[src/rtl/pwmix_pkg.sv]
// ----------------------------------------------------------------------------
// pwmix_pkg
// Shared types, scale increments and wave tables for the wavetable mixer.
// ----------------------------------------------------------------------------
package pwmix_pkg;

  localparam int unsigned GATE_BITS   = 8;
  localparam int unsigned SCALE_COLS  = 8;
  localparam int          MIX_OFFSET  = 1024;
  localparam int          MIX_MAX     = 2047;
  localparam int unsigned DAC_SHIFT   = 3;
  localparam int unsigned PHASE_W     = 16;
  localparam int unsigned ROM_IDX_W   = 8;
  localparam int unsigned SQUARE_EDGE = 144;

  typedef enum logic [1:0] {
    WAVE_SINE   = 2'd0,
    WAVE_SQUARE = 2'd1,
    WAVE_SAW    = 2'd2
  } wave_kind_t;

  typedef enum logic [1:0] {
    SCALE_MAJOR      = 2'd0,
    SCALE_MINOR      = 2'd1,
    SCALE_DORIAN     = 2'd2,
    SCALE_MIXOLYDIAN = 2'd3
  } scale_t;

  // Stage load enables broadcast to every lane.
  typedef struct packed {
    logic accept;
    logic en2;
    logic en3;
    logic en4;
  } stage_ctrl_t;

  // Seventh-octave phase increments.
  localparam int unsigned D_C7  = 5689;
  localparam int unsigned D_D7  = 6386;
  localparam int unsigned D_E7  = 7168;
  localparam int unsigned D_F7  = 7594;
  localparam int unsigned D_FS7 = 8046;
  localparam int unsigned D_G7  = 8524;
  localparam int unsigned D_A7  = 9568;
  localparam int unsigned D_B7  = 10740;

  localparam logic [PHASE_W-1:0] STEP_MAJOR [SCALE_COLS] = '{
    16'(D_C7 >> 3), 16'(D_D7 >> 3), 16'(D_E7 >> 3), 16'(D_F7 >> 3),
    16'(D_G7 >> 3), 16'(D_A7 >> 3), 16'(D_B7 >> 3), 16'(D_C7 >> 2)
  };
  localparam logic [PHASE_W-1:0] STEP_MINOR [SCALE_COLS] = '{
    16'(D_A7 >> 3), 16'(D_B7 >> 3), 16'(D_C7 >> 2), 16'(D_D7 >> 2),
    16'(D_E7 >> 2), 16'(D_F7 >> 2), 16'(D_G7 >> 2), 16'(D_A7 >> 2)
  };
  localparam logic [PHASE_W-1:0] STEP_DORIAN [SCALE_COLS] = '{
    16'(D_A7 >> 3), 16'(D_B7 >> 3), 16'(D_C7 >> 2), 16'(D_D7 >> 2),
    16'(D_E7 >> 2), 16'(D_FS7 >> 2), 16'(D_G7 >> 2), 16'(D_A7 >> 2)
  };
  localparam logic [PHASE_W-1:0] STEP_MIXO [SCALE_COLS] = '{
    16'(D_G7 >> 3), 16'(D_A7 >> 3), 16'(D_B7 >> 3), 16'(D_C7 >> 2),
    16'(D_D7 >> 2), 16'(D_E7 >> 2), 16'(D_F7 >> 2), 16'(D_G7 >> 2)
  };

  // First half of the sine cycle; second half is the negation.
  localparam logic signed [7:0] SINE_HALF [128] = '{
      8'sd0,   8'sd3,   8'sd6,   8'sd9,  8'sd12,  8'sd15,  8'sd18,  8'sd21,
     8'sd24,  8'sd27,  8'sd30,  8'sd33,  8'sd36,  8'sd39,  8'sd42,  8'sd45,
     8'sd48,  8'sd51,  8'sd54,  8'sd57,  8'sd59,  8'sd62,  8'sd65,  8'sd67,
     8'sd70,  8'sd73,  8'sd75,  8'sd78,  8'sd80,  8'sd82,  8'sd85,  8'sd87,
     8'sd89,  8'sd91,  8'sd94,  8'sd96,  8'sd98, 8'sd100, 8'sd102, 8'sd103,
    8'sd105, 8'sd107, 8'sd108, 8'sd110, 8'sd112, 8'sd113, 8'sd114, 8'sd116,
    8'sd117, 8'sd118, 8'sd119, 8'sd120, 8'sd121, 8'sd122, 8'sd123, 8'sd123,
    8'sd124, 8'sd125, 8'sd125, 8'sd126, 8'sd126, 8'sd126, 8'sd126, 8'sd126,
    8'sd127, 8'sd126, 8'sd126, 8'sd126, 8'sd126, 8'sd126, 8'sd125, 8'sd125,
    8'sd124, 8'sd123, 8'sd123, 8'sd122, 8'sd121, 8'sd120, 8'sd119, 8'sd118,
    8'sd117, 8'sd116, 8'sd114, 8'sd113, 8'sd112, 8'sd110, 8'sd108, 8'sd107,
    8'sd105, 8'sd103, 8'sd102, 8'sd100,  8'sd98,  8'sd96,  8'sd94,  8'sd91,
     8'sd89,  8'sd87,  8'sd85,  8'sd82,  8'sd80,  8'sd78,  8'sd75,  8'sd73,
     8'sd70,  8'sd67,  8'sd65,  8'sd62,  8'sd59,  8'sd57,  8'sd54,  8'sd51,
     8'sd48,  8'sd45,  8'sd42,  8'sd39,  8'sd36,  8'sd33,  8'sd30,  8'sd27,
     8'sd24,  8'sd21,  8'sd18,  8'sd15,  8'sd12,   8'sd9,   8'sd6,   8'sd3
  };

  function automatic logic [PHASE_W-1:0] step_inc(input scale_t row, input logic [2:0] col);
    logic [PHASE_W-1:0] inc;
    case (row)
      SCALE_MAJOR:      inc = STEP_MAJOR[col];
      SCALE_MINOR:      inc = STEP_MINOR[col];
      SCALE_DORIAN:     inc = STEP_DORIAN[col];
      SCALE_MIXOLYDIAN: inc = STEP_MIXO[col];
      default:          inc = STEP_MAJOR[col];
    endcase
    return inc;
  endfunction

  // Any choice past saw plays saw.
  function automatic wave_kind_t clamp_kind(input logic [1:0] choice);
    wave_kind_t kind;
    case (choice)
      2'(WAVE_SINE):   kind = WAVE_SINE;
      2'(WAVE_SQUARE): kind = WAVE_SQUARE;
      default:         kind = WAVE_SAW;
    endcase
    return kind;
  endfunction

  function automatic logic signed [7:0] wave_value(input wave_kind_t kind,
                                                   input logic [ROM_IDX_W-1:0] idx);
    logic signed [7:0] half;
    logic signed [7:0] val;
    half = SINE_HALF[idx[6:0]];
    case (kind)
      WAVE_SINE:   val = idx[7] ? -half : half;
      WAVE_SQUARE: val = (idx < ROM_IDX_W'(SQUARE_EDGE)) ? -8'sd128 : 8'sd127;
      WAVE_SAW:    val = $signed({~idx[7], idx[6:0]});
      default:     val = $signed({~idx[7], idx[6:0]});
    endcase
    return val;
  endfunction

endpackage

[src/rtl/pwmix_lane.sv]
// ----------------------------------------------------------------------------
// pwmix_lane
// One voice: phase accumulator, table index scaling and wave lookup.
// ----------------------------------------------------------------------------
module pwmix_lane #(
  parameter int VOICE_INDEX  = 0,
  parameter int WAVE_ENTRIES = 256
) (
  input  logic                    clk,
  input  logic                    rst,
  input  pwmix_pkg::stage_ctrl_t  ctrl,
  input  logic                    gate,
  input  pwmix_pkg::wave_kind_t   kind,
  input  pwmix_pkg::scale_t       row,
  output logic signed [7:0]       sample
);

  localparam int WE_W    = $clog2(WAVE_ENTRIES + 1);
  localparam int STEP_W  = $clog2(WAVE_ENTRIES);
  localparam int N_W     = STEP_W + pwmix_pkg::ROM_IDX_W;
  localparam int RCP_SH  = 24;
  localparam int RCP_W   = RCP_SH + 1;
  localparam int P3_W    = N_W + RCP_W;
  localparam int R_W     = pwmix_pkg::ROM_IDX_W + WE_W + 1;
  localparam logic [WE_W-1:0]  WE_VAL  = WE_W'(WAVE_ENTRIES);
  localparam logic [RCP_W-1:0] RCP_VAL = RCP_W'((64'd1 << RCP_SH) / WAVE_ENTRIES);
  localparam logic [2:0]       COL     = 3'(VOICE_INDEX % pwmix_pkg::SCALE_COLS);

  logic [pwmix_pkg::PHASE_W-1:0] phase, phase_next;

  // stage 1
  logic [pwmix_pkg::PHASE_W-1:0] ph1;
  logic                          g1;
  pwmix_pkg::wave_kind_t         k1;
  // stage 2
  logic [N_W-1:0]                n2;
  logic                          g2;
  pwmix_pkg::wave_kind_t         k2;
  // stage 3
  logic [N_W-1:0]                n3;
  logic [pwmix_pkg::ROM_IDX_W-1:0] q3;
  logic                          g3;
  pwmix_pkg::wave_kind_t         k3;

  logic [pwmix_pkg::PHASE_W+WE_W-1:0] mul1;
  logic [P3_W-1:0]                    prod3;
  logic [pwmix_pkg::ROM_IDX_W+WE_W-1:0] qw;
  logic [R_W-1:0]                     rem;
  logic [pwmix_pkg::ROM_IDX_W-1:0]    idx;

  assign phase_next = phase + pwmix_pkg::step_inc(row, COL);

  always_ff @(posedge clk) begin
    if (rst) begin
      phase <= '0;
    end else if (ctrl.accept) begin
      phase <= phase_next;
    end
  end

  always_ff @(posedge clk) begin
    if (ctrl.accept) begin
      ph1 <= phase_next;
      g1  <= gate;
      k1  <= kind;
    end
  end

  // steps = phase * entries >> 16, then scaled by 256 toward the ROM
  assign mul1 = ph1 * WE_VAL;

  always_ff @(posedge clk) begin
    if (ctrl.en2) begin
      n2 <= {mul1[pwmix_pkg::PHASE_W +: STEP_W], {pwmix_pkg::ROM_IDX_W{1'b0}}};
      g2 <= g1;
      k2 <= k1;
    end
  end

  // quotient estimate by reciprocal; low by at most one
  assign prod3 = n2 * RCP_VAL;

  always_ff @(posedge clk) begin
    if (ctrl.en3) begin
      n3 <= n2;
      q3 <= prod3[RCP_SH +: pwmix_pkg::ROM_IDX_W];
      g3 <= g2;
      k3 <= k2;
    end
  end

  always_comb begin
    qw  = q3 * WE_VAL;
    rem = R_W'(n3) - R_W'(qw);
    idx = (rem >= R_W'(WAVE_ENTRIES)) ? q3 + 1'b1 : q3;
  end

  always_ff @(posedge clk) begin
    if (ctrl.en4) begin
      sample <= g3 ? pwmix_pkg::wave_value(k3, idx) : 8'sd0;
    end
  end

endmodule

[src/rtl/pwmix_merge.sv]
// ----------------------------------------------------------------------------
// pwmix_merge
// Sums the lane samples, adds the DC offset, clamps and registers the DAC code.
// ----------------------------------------------------------------------------
module pwmix_merge #(
  parameter int VOICE_COUNT = 8
) (
  input  logic              clk,
  input  logic              load,
  input  logic signed [7:0] samples [VOICE_COUNT],
  output logic [7:0]        dac_sample
);

  localparam int SUM_W = $clog2(VOICE_COUNT) + 12;

  logic signed [SUM_W-1:0] sum;
  logic signed [SUM_W-1:0] mixed;
  logic [7:0]              dac_next;

  always_comb begin
    sum = '0;
    for (int i = 0; i < VOICE_COUNT; i++) begin
      sum = sum + SUM_W'(samples[i]);
    end
    mixed = sum + SUM_W'(pwmix_pkg::MIX_OFFSET);
    if (mixed < 0) begin
      dac_next = '0;
    end else if (mixed > SUM_W'(pwmix_pkg::MIX_MAX)) begin
      dac_next = 8'(pwmix_pkg::MIX_MAX >> pwmix_pkg::DAC_SHIFT);
    end else begin
      dac_next = mixed[pwmix_pkg::DAC_SHIFT +: 8];
    end
  end

  always_ff @(posedge clk) begin
    if (load) begin
      dac_sample <= dac_next;
    end
  end

endmodule

[src/rtl/polyphonic_wavetable_mixer.sv]
// ----------------------------------------------------------------------------
// polyphonic_wavetable_mixer
// Multi-voice DDS synthesizer with gated mix to an unsigned 8-bit DAC code.
// ----------------------------------------------------------------------------
// Usage:
//   Tick channel (tick_valid / tick_stall): one transaction per sample tick,
//   carrying note_gates, scale_choice and wave_choice. Every voice phase
//   advances on each accepted tick, gated or not.
//   DAC channel (dac_valid / dac_stall): one transaction per tick, dac_sample.
// Pipeline: an accepted tick passes four lane stages plus the mix register,
//   then shows its sample with dac_valid.
// Throughput: one tick per clock unless stalled; all voices run in parallel
//   lanes, the only loop-carried path being the 16-bit phase add on accept.
// Stall: each stage holds only when its successor is full and holding, so
//   bubbles collapse and new ticks are still taken while a sample waits.
//   tick_stall rises only when the whole pipe is full behind a stalled output.
// Reset (rst, synchronous): all phases clear to zero, pipe empties.
// ----------------------------------------------------------------------------
module polyphonic_wavetable_mixer #(
  parameter int VOICE_COUNT  = 8,
  parameter int WAVE_ENTRIES = 256
) (
  input  logic       clk,
  input  logic       rst,
  input  logic       tick_valid,
  output logic       tick_stall,
  input  logic [7:0] note_gates,
  input  logic [1:0] scale_choice,
  input  logic [1:0] wave_choice,
  output logic       dac_valid,
  input  logic       dac_stall,
  output logic [7:0] dac_sample
);

  // stage occupancy
  logic v1, v2, v3, v4;
  logic en1, en2, en3, en4, en_dac;
  logic accept;

  pwmix_pkg::stage_ctrl_t ctrl;
  pwmix_pkg::wave_kind_t  kind;
  pwmix_pkg::scale_t      row;

  logic signed [7:0] lane_sample [VOICE_COUNT];

  // Bubble-collapsing enables: a stage loads when empty or when it drains.
  assign en_dac = !dac_valid || !dac_stall;
  assign en4    = !v4 || en_dac;
  assign en3    = !v3 || en4;
  assign en2    = !v2 || en3;
  assign en1    = !v1 || en2;

  assign tick_stall = !en1;
  assign accept     = tick_valid && en1;

  assign ctrl.accept = accept;
  assign ctrl.en2    = en2;
  assign ctrl.en3    = en3;
  assign ctrl.en4    = en4;

  assign kind = pwmix_pkg::clamp_kind(wave_choice);
  assign row  = pwmix_pkg::scale_t'(scale_choice);

  always_ff @(posedge clk) begin
    if (rst) begin
      v1        <= 1'b0;
      v2        <= 1'b0;
      v3        <= 1'b0;
      v4        <= 1'b0;
      dac_valid <= 1'b0;
    end else begin
      if (en1)    v1        <= tick_valid;
      if (en2)    v2        <= v1;
      if (en3)    v3        <= v2;
      if (en4)    v4        <= v3;
      if (en_dac) dac_valid <= v4;
    end
  end

  // One lane per voice; voices past the gate field never sound.
  for (genvar i = 0; i < VOICE_COUNT; i++) begin : g_lane
    logic gate;
    if (i < pwmix_pkg::GATE_BITS) begin : g_gated
      assign gate = note_gates[i];
    end else begin : g_mute
      assign gate = 1'b0;
    end

    pwmix_lane #(
      .VOICE_INDEX  (i),
      .WAVE_ENTRIES (WAVE_ENTRIES)
    ) u_lane (
      .clk    (clk),
      .rst    (rst),
      .ctrl   (ctrl),
      .gate   (gate),
      .kind   (kind),
      .row    (row),
      .sample (lane_sample[i])
    );
  end

  pwmix_merge #(
    .VOICE_COUNT (VOICE_COUNT)
  ) u_merge (
    .clk        (clk),
    .load       (en_dac),
    .samples    (lane_sample),
    .dac_sample (dac_sample)
  );

  // An empty pipe never pushes back on the tick channel.
  a_empty_no_stall: assert property (@(posedge clk) disable iff (rst)
    (!v1 && !v2 && !v3 && !v4 && !dac_valid) |-> !tick_stall)
    else $error("tick stalled with empty pipe");

  // An accepted tick occupies the first stage next cycle.
  a_accept_fills: assert property (@(posedge clk) disable iff (rst)
    (tick_valid && !tick_stall) |=> v1)
    else $error("accepted tick lost at stage 1");

  // A finished lane result moves to the output when the output can take it.
  a_drain: assert property (@(posedge clk) disable iff (rst)
    (v4 && !(dac_valid && dac_stall)) |=> dac_valid)
    else $error("lane result not presented");

endmodule
[config.mk]
export PLATFORM = sky130hd
export DESIGN_NAME = polyphonic_wavetable_mixer
export DESIGN_NICKNAME = d
export VERILOG_FILES = /design/src/rtl/pwmix_pkg.sv /design/src/rtl/pwmix_lane.sv /design/src/rtl/pwmix_merge.sv /design/src/rtl/polyphonic_wavetable_mixer.sv
export SDC_FILE = /design/constraint.sdc
export NUM_CORES = 1
export LEC_CHECK = 0
export BUFFER_PORTS_ARGS = -buffer_cell sky130_fd_sc_hd__buf_4
export CORE_MARGIN = 5
export CORE_UTILIZATION = 35
export CTS_CLUSTER_SIZE = 30
export DETAILED_ROUTE_END_ITERATION = 7
export PLACE_DENSITY = 0.53
export SYNTH_ARGS = -nofsm -noshare
export SYNTH_HDL_FRONTEND = slang
export SYNTH_SLANG_ARGS = --single-unit
export TNS_END_PERCENT = 50
[constraint.sdc]
create_clock -name clk -period 7.59 [get_ports clk]
set_input_delay 1.518 -clock clk [delete_from_list [all_inputs] [get_ports clk]]
set_output_delay 1.518 -clock clk [all_outputs]
set_load 0.01 [all_outputs]
### Word level (Yosys, flattened, before mapping)

Memory sizes are Yosys's and may differ from the RTL's.
Index checks and enable logic that the tools add are counted.

* register bits after elaboration: 491
* bits in latches: 0
* RAM bits: 0
* bits in read-only memories: 8192
* bits of input ports: 16
* output and inout port bits: 10
* logic and storage cells: 243
* memories: 8

Memory list
* (no name shown): words 128, bits a word 8, rd ports 1, clocked after Yosys merged registers in 0, write ports 0, line pwmix_pkg.sv:111 `half = SINE_HALF[idx[6:0]];`
* (no name shown): words 128, bits a word 8, rd ports 1, clocked after Yosys merged registers in 0, write ports 0, line pwmix_pkg.sv:111
* (no name shown): words 128, bits a word 8, rd ports 1, clocked after Yosys merged registers in 0, write ports 0, line pwmix_pkg.sv:111
* (no name shown): words 128, bits a word 8, rd ports 1, clocked after Yosys merged registers in 0, write ports 0, line pwmix_pkg.sv:111
* (no name shown): words 128, bits a word 8, rd ports 1, clocked after Yosys merged registers in 0, write ports 0, line pwmix_pkg.sv:111
* (no name shown): words 128, bits a word 8, rd ports 1, clocked after Yosys merged registers in 0, write ports 0, line pwmix_pkg.sv:111
* +2 memories

* add/sub/neg operators: 40
* multipliers: 0
* div/mod/pow operators: 0
* order comparisons: 26
* equality and inequality tests: 5
* shift-type cells: 0
* muxes and demuxes: 58
* bitwise operators: 16
* reduce and logical (&&, ||, !) cells: 17

Operator list (count)
* $pmux W16 S3: 7
* $mux W8: 41
* $ge A18 B9 Y1 const B: 8
* $sub A16 B16 Y17: 8
* $add A16 B16 Y16: 8
* $pmux W8 S2: 8
* $add A15 B8 Y15: 5
* $add A8 B1 Y8 const B: 8
* $ge A8 B8 Y1 const B: 8
* $lt A8 B8 Y1 const B: 8
* $neg A8 Y8: 8
* $not A7 Y8: 8
* $pmux W16 S4: 1
* $add A15 B12 Y15 const B: 1
* $gt A15 B12 Y1 const B: 1
* $lt A15 B1 Y1 const B: 1
* $add A9 B8 Y10: 1
* $add A8 B8 Y9: 1
* $not A1 Y1: 8
* $logic_not A1 Y1: 7
* $eq A2 B1 Y1 const B: 3
* $logic_not A2 Y1: 3
* $logic_or A1 B1 Y1: 5
* $eq A2 B2 Y1 const B: 2
* other kinds (3): 3

### Logic depth before layout (Yosys ltp)

* depth after elaboration: 10
* gate-level depth with buffers: 28
* mapped depth without buffers: 28

### By module

Synthesis repeated with hierarchy kept, for this count alone.

* cells, all modules: 3537
* area total of the unflattened synthesis: 33900.0 um2

Modules (own cells, without submodules)
* pwmix_lane (g_lane[7].u_lane): times used 1, cells an instance 424, area an instance 4105.2 um2, sequential area each 1551.5 um2
* pwmix_lane (g_lane[0].u_lane): times used 1, cells an instance 403, area an instance 3990.1 um2, sequential area each 1551.5 um2
* pwmix_lane (g_lane[4].u_lane): times used 1, cells an instance 427, area an instance 3947.5 um2, sequential area each 1551.5 um2
* pwmix_lane (g_lane[6].u_lane): times used 1, cells an instance 406, area an instance 3848.7 um2, sequential area each 1551.5 um2
* pwmix_lane (g_lane[3].u_lane): times used 1, cells an instance 404, area an instance 3847.4 um2, sequential area each 1551.5 um2
* pwmix_lane (g_lane[5].u_lane): times used 1, cells an instance 394, area an instance 3841.2 um2, sequential area each 1551.5 um2
* pwmix_lane (g_lane[2].u_lane): times used 1, cells an instance 380, area an instance 3714.8 um2, sequential area each 1531.5 um2
* pwmix_lane (g_lane[1].u_lane): times used 1, cells an instance 379, area an instance 3593.4 um2, sequential area each 1531.5 um2
* pwmix_merge: times used 1, cells an instance 296, area an instance 2798.9 um2, sequential area each 240.2 um2
* polyphonic_wavetable_mixer: times used 1, cells an instance 24, area an instance 212.7 um2, sequential area each 100.1 um2

### Worst setup path after synthesis

OpenSTA, ideal clock, no wires.

* kind: reg-to-reg
* start point: register g_lane[0].u_lane.sample[1]
* end point: register u_merge.dac_sample[2] (data pin)
* setup time: 265 ps
* arrival time: 5411 ps
* data required time: 7325 ps
* slack: 1914 ps
* cell stages (with the launch flop): 29
* buffers on the path: 0
* clock period less this slack: 5676 ps
* cell sequence: edfxtp_1 -> inv_1 -> fa_1 -> inv_1 -> ha_1 -> inv_1 -> fa_1 -> inv_1 -> a21oi_1 -> o21bai_1 -> a21oi_1 -> o21bai_1 -> a2111oi_0 -> a21oi_1 -> fa_1 -> inv_1 -> fa_1 -> inv_1 -> fa_1 -> inv_1 -> ha_1 -> ha_1 -> inv_1 -> nor2_1 -> o21ai_0 -> a221oi_1 -> nand4_1 -> inv_1 -> a21boi_0

* longest elaborated chain between the ends: 10
* elaborated cells between the ends (all ways): 11

Ends and longest elaborated chain
* start, declared: line pwmix_lane.sv:15 `output logic signed [7:0] sample`
* start signal, assigned: line pwmix_lane.sv:100 `sample <= g3 ? pwmix_pkg::wave_value(k3, idx) : 8'sd0;`
* $add A8 B8 Y9 *: line pwmix_merge.sv:23 `sum = sum + SUM_W'(samples[i]);`
* $add A9 B8 Y10 *: line pwmix_merge.sv:23
* $add A15 B8 Y15 * (5 in series): line pwmix_merge.sv:23
* $add A15 B12 Y15 *: line pwmix_merge.sv:25 `mixed = sum + SUM_W'(pwmix_pkg::MIX_OFFSET);`
* $gt A15 B12 Y1: line pwmix_merge.sv:28 `end else if (mixed > SUM_W'(pwmix_pkg::MIX_MAX)) begin`
* $mux W8: line pwmix_merge.sv:28
* end signal, assigned: line pwmix_merge.sv:37 `dac_sample <= dac_next;`
* end, declared: line pwmix_merge.sv:11 `output logic [7:0] dac_sample`

Mark *: on every way between the ends. The rest lies on a longest branch, timed or not.
A chain may end at the register's enable or synchronous reset.

### Final worst setup path

* start point: register g_lane[2].u_lane.sample[1]
* end point: register u_merge.dac_sample[2] (data pin)

* longest elaborated chain between the ends: 9
* elaborated cells between the ends (all ways): 10

Ends and longest elaborated chain (line)
* start, declared: pwmix_lane.sv:15
* start signal, assigned: pwmix_lane.sv:100
* $add A9 B8 Y10 *: pwmix_merge.sv:23
* $add A15 B8 Y15 * (5 in series): pwmix_merge.sv:23
* $add A15 B12 Y15 *: pwmix_merge.sv:25
* $gt A15 B12 Y1: pwmix_merge.sv:28
* $mux W8: pwmix_merge.sv:28

Marked as above.

==> summary.md <==
| Metric | Value |
|---|---|
| Status | `completed` |
| Syn nets | `~3500` |
| Async SR Flop Fraction | `0%` |
| # DRC | `0` |
| Reg-to-Reg Start | `g_lane[2].u_lane.sample[1]` |
| Setup tns final | `0 ns` |
| Mapped cell area | `~0.03 mm²` |
| Required time worst endpoint | `7.89 ns` |
| Drt pass-1 iters | `6` |
| Final Max Tran Viols | `0` |
| Clk_skew | `about 0.03 ns` |
| Largest cells by area after synthesis | `edfxtp_1 29%, dfxtp_1 8.8%, ha_1 6.3%, a21oi_1 4.1%, fa_1 3.8%` |
| Synthesized instance count | `between 3000 and 4000` |
| Final critical-path share of the clock period | `82.19%` |
| Post-route antenna net violation count | `0` |
| Clock-pin slew on the worst setup and hold paths | `0.06 ns` |
| Syn. warnings | `0` |
| Row Count | `about 110` |
| Core Region | `roughly 0.085 mm²` |
| CP endpoint kind | `flop` |
| Placer Congestion | `around 0.84` |
| CTS resizes | `0` |
| Most frequent cell after synthesis | `edfxtp_1` |
| Setup-failing EPs final | `0` |
| Arr. time, crit path | `between 6 and 7 ns` |
| Util after Layout | `between 30% and 40%` |
| EDFF count, synth | `294` |
| Area leader, netlist | `edfxtp_1` |
| Crit Path Max Fanout | `7` |
| Number of DRC markers in iteration 0 | `1883` |
| Worst-margin pin slew | `between 1 and 1.5 ns` |
| Cell mode on critical path | `inv_1` |
| Max-cap violations | `0` |
| Htree depth | `2` |
| Postcts setup bufs | `0` |
| Worst Setup SP | `g_lane[2].u_lane.sample[1]` |
| Port bufs | `25` |
| Hold Buf Count CTS | `0` |
| First-pass GRT wire length | `116600 µm` |
| Worst rel slew slack | `between 20% and 30%` |
| Die Ht | `302.6 µm` |
| Leak | `roughly 12 nW` |
| Initial antenna violation count | `0` |
| CTS root buf | `clkbuf_16` |
| Crit path kind | `reg2reg` |
| Io pins | `26` |
| Total die area | `slightly above 0.09 mm²` |
| Slowest stage delay, CP | `around 0.57 ns` |
| Worst hold start | `g_lane[4].u_lane.n2[13]` |
| Commonest cells in the netlist | `294 x edfxtp_1, 273 x nand2_1, 272 x nor2_1, 245 x a21oi_1, 188 x inv_1` |
| Vias/cell | `5.289` |
| Max VDD drop | `between 0.0002 and 0.0003 V` |
| #FFs+latches synth | `between 400 and 500` |
| Sw Ratio | `roughly 37%` |
| Psw | `roughly 3.5 mW` |
| Share of the synthesized area in the top cell type | `between 20 and 30%` |
| Power per cell area | `~300 mW/mm²` |
| CP max-delay cell | `fa_1` |
| Ys flop type | `edfxtp_1` |
| CTS Buf Count | `around 50` |
| Overflow after GRT | `0` |
| Post-layout net count | `3366` |
| Seq pwr share | `between 30% and 40%` |
| Logic pwr share | `42.6%` |
| Type of origin of the critical path | `flop` |
| Clock Sinks | `~430` |
| Syn Area/Cell | `9.180 µm²` |
| Internal cell power | `6.003 mW` |
| Starting Density | `roughly a third` |
| Worst hold path type | `reg2reg` |
| Final Hold Fails | `0` |
| Die span in x | `between 300 and 400 µm` |
| GRT Overall Usage | `15.21%` |
| Via count | `22870` |
| Seq/Total Area, Yosys | `between 30% and 40%` |
| Drt wl/cell | `approximately 16 µm` |
| Final Critical Period | `around 6.2 ns` |
| Fmax achieved | `~160 MHz` |
| Syn-to-layout area delta | `8.193%` |
| HPWL Detailed | `around 47000 µm` |
| Clk buf depth | `3` |
| Antenna diodes | `0` |
| Largest net degree at the start of global routing | `96` |
| Fraction of final layout cells sized beyond drive strength 1 | `between 6 and 7%` |
| CTS tree | `built` |
| Vias in the first global route | `21750` |
| Overall routed net length | `70310 µm` |
| Clock latency at the later pin of the worst-skew pair | `0.60 ns` |
| Clk pwr share | `between 20% and 30%` |
| Synth unique cells | `roughly 100` |
| Unrepaired setup endpoints after global routing | `no` |
==> per-stage QoR <==
| step | setup slack [ns] | power (mW) | hold slack (ns) | instances | instance area (µm²) |
|---|---|---|---|---|---|
| 6_report | 1.352 | 9.506 | 0.4089 | 4325 | 32420 |
| 3_3_place_gp | 1.386 | 7.163 | 0.4004 | 4235 | 30810 |
| 4_1_cts | 1.326 | 9.616 | 0.4120 | 4325 | 32420 |
| 5_1_grt | 0.7544 | 10.31 | 0.4215 | 4325 | 32420 |
| 2_1_floorplan | 1.914 | 6.292 | 0.4003 | 3264 | 29960 |
| 3_5_place_dp | 1.342 | 7.189 | 0.4045 | 4235 | 30810 |
==> cell families (layout without fill, tap and decap cells) <==
logic type	count (synthesis)	count (layout)	synth area share (%)
AO/OA/AOI/OAI	901	901	20.09
XOR/XNOR	192	192	5.612
adder cells (fa/ha/maj)	208	208	10.11
buffers and inverters	427	344	6.013
flip-flops	425	425	38.22
multiplexers	57	57	2.752
AND/OR/NAND/NOR	1054	1054	17.20
==> flip-flops by register name, summed over array words and instances (netlist names), 2 cells and up <==
register,flops
g_lane.u_lane.q3,56
g_lane.u_lane.g3,8
g_lane.u_lane.g2,8
g_lane.u_lane.g1,8
g_lane.u_lane.ph1,64
g_lane.u_lane.k1,2
g_lane.u_lane.n3,8
u_merge.dac_sample,8
g_lane.u_lane.k2,2
g_lane.u_lane.n2,64
g_lane.u_lane.k3,2
g_lane.u_lane.sample,64
g_lane.u_lane.phase,126
==> critical path: cells and delay by family, from the launching register on <==
| family | cells | cell delay [ns] |
|---|---|---|
| simple gates | 1 | 0.16 |
| fa+ha+maj | 8 | 3.21 |
| buf+inv | 7 | 0.61 |
| flops | 1 | 0.37 |
| compound gates | 9 | 1.62 |
==> metal layers <==
layer / GRT usage (%) / wire, µm
met1: 22.20 / 34480
met4: 3.737 / 1350
met5: 0 / 0
met3: 1.810 / 2534
met2: 24.17 / 31950
==> cell type report <==
| cell class | count | area (µm²) |
|---|---|---|
| sequential | 425 | 11450 |
| clock buffer | 68 | 1338 |
| tap | 1144 | 1431 |
| inverter | 195 | 737.0 |
| multi-input combinational | 2412 | 16740 |
| clock inverter | 22 | 272.8 |
| timing repair buffer | 59 | 442.9 |
| fill | 8409 | 52600 |
==> path summary, 6_finish.rpt <==
check	slack (ns)	to	cells after the start
worst max register to register	1.35	u_merge.dac_sample[2]	25
worst max-delay path	1.35	u_merge.dac_sample[2]	25
worst min register to register	0.41	g_lane[4].u_lane.q3[5]	0
worst min-delay path	0.41	g_lane[4].u_lane.q3[5]	0
==> cells in the final DEF, fill, tap and decap left out, types with 14 or more instances in the layout <==
| cell type | count |
|---|---|
| o21ai_0 | 164 |
| nor2b_1 | 105 |
| a311oi_1 | 20 |
| a21boi_0 | 18 |
| a21oi_1 | 245 |
| o211ai_1 | 29 |
| mux4_2 | 18 |
| inv_1 | 186 |
| o31ai_1 | 23 |
| clkbuf_1 | 15 |
| o21ai_1 | 19 |
| o21a_1 | 17 |
| xnor2_1 | 118 |
| a211oi_1 | 51 |
| a211o_1 | 14 |
| nor2_1 | 271 |
| nand3_1 | 67 |
| ha_1 | 151 |
| xor2_1 | 74 |
| dfxtp_1 | 131 |
| buf_4 | 59 |
| and2_1 | 30 |
| nor3_1 | 85 |
| a21o_1 | 33 |
| clkbuf_16 | 49 |
| nand4_1 | 17 |
| a221oi_1 | 45 |
| edfxtp_1 | 294 |
| fa_1 | 57 |
| mux2i_1 | 28 |
| nand2b_1 | 64 |
| o21bai_1 | 16 |
| a31oi_1 | 49 |
| or3_1 | 35 |
| and3_1 | 28 |
| nand2_1 | 271 |
==> power by group through the flow <==
stage	clock network [mW]	logic (mW)	registers, mW
floorplan	0	3.26	3.03
global placement	0	4.02	3.14
detailed placement	0	4.05	3.14
CTS	2.44	4.08	3.10
global route	2.54	4.64	3.13
finish	2.36	4.05	3.09
Power figures use the tool's default switching activity.
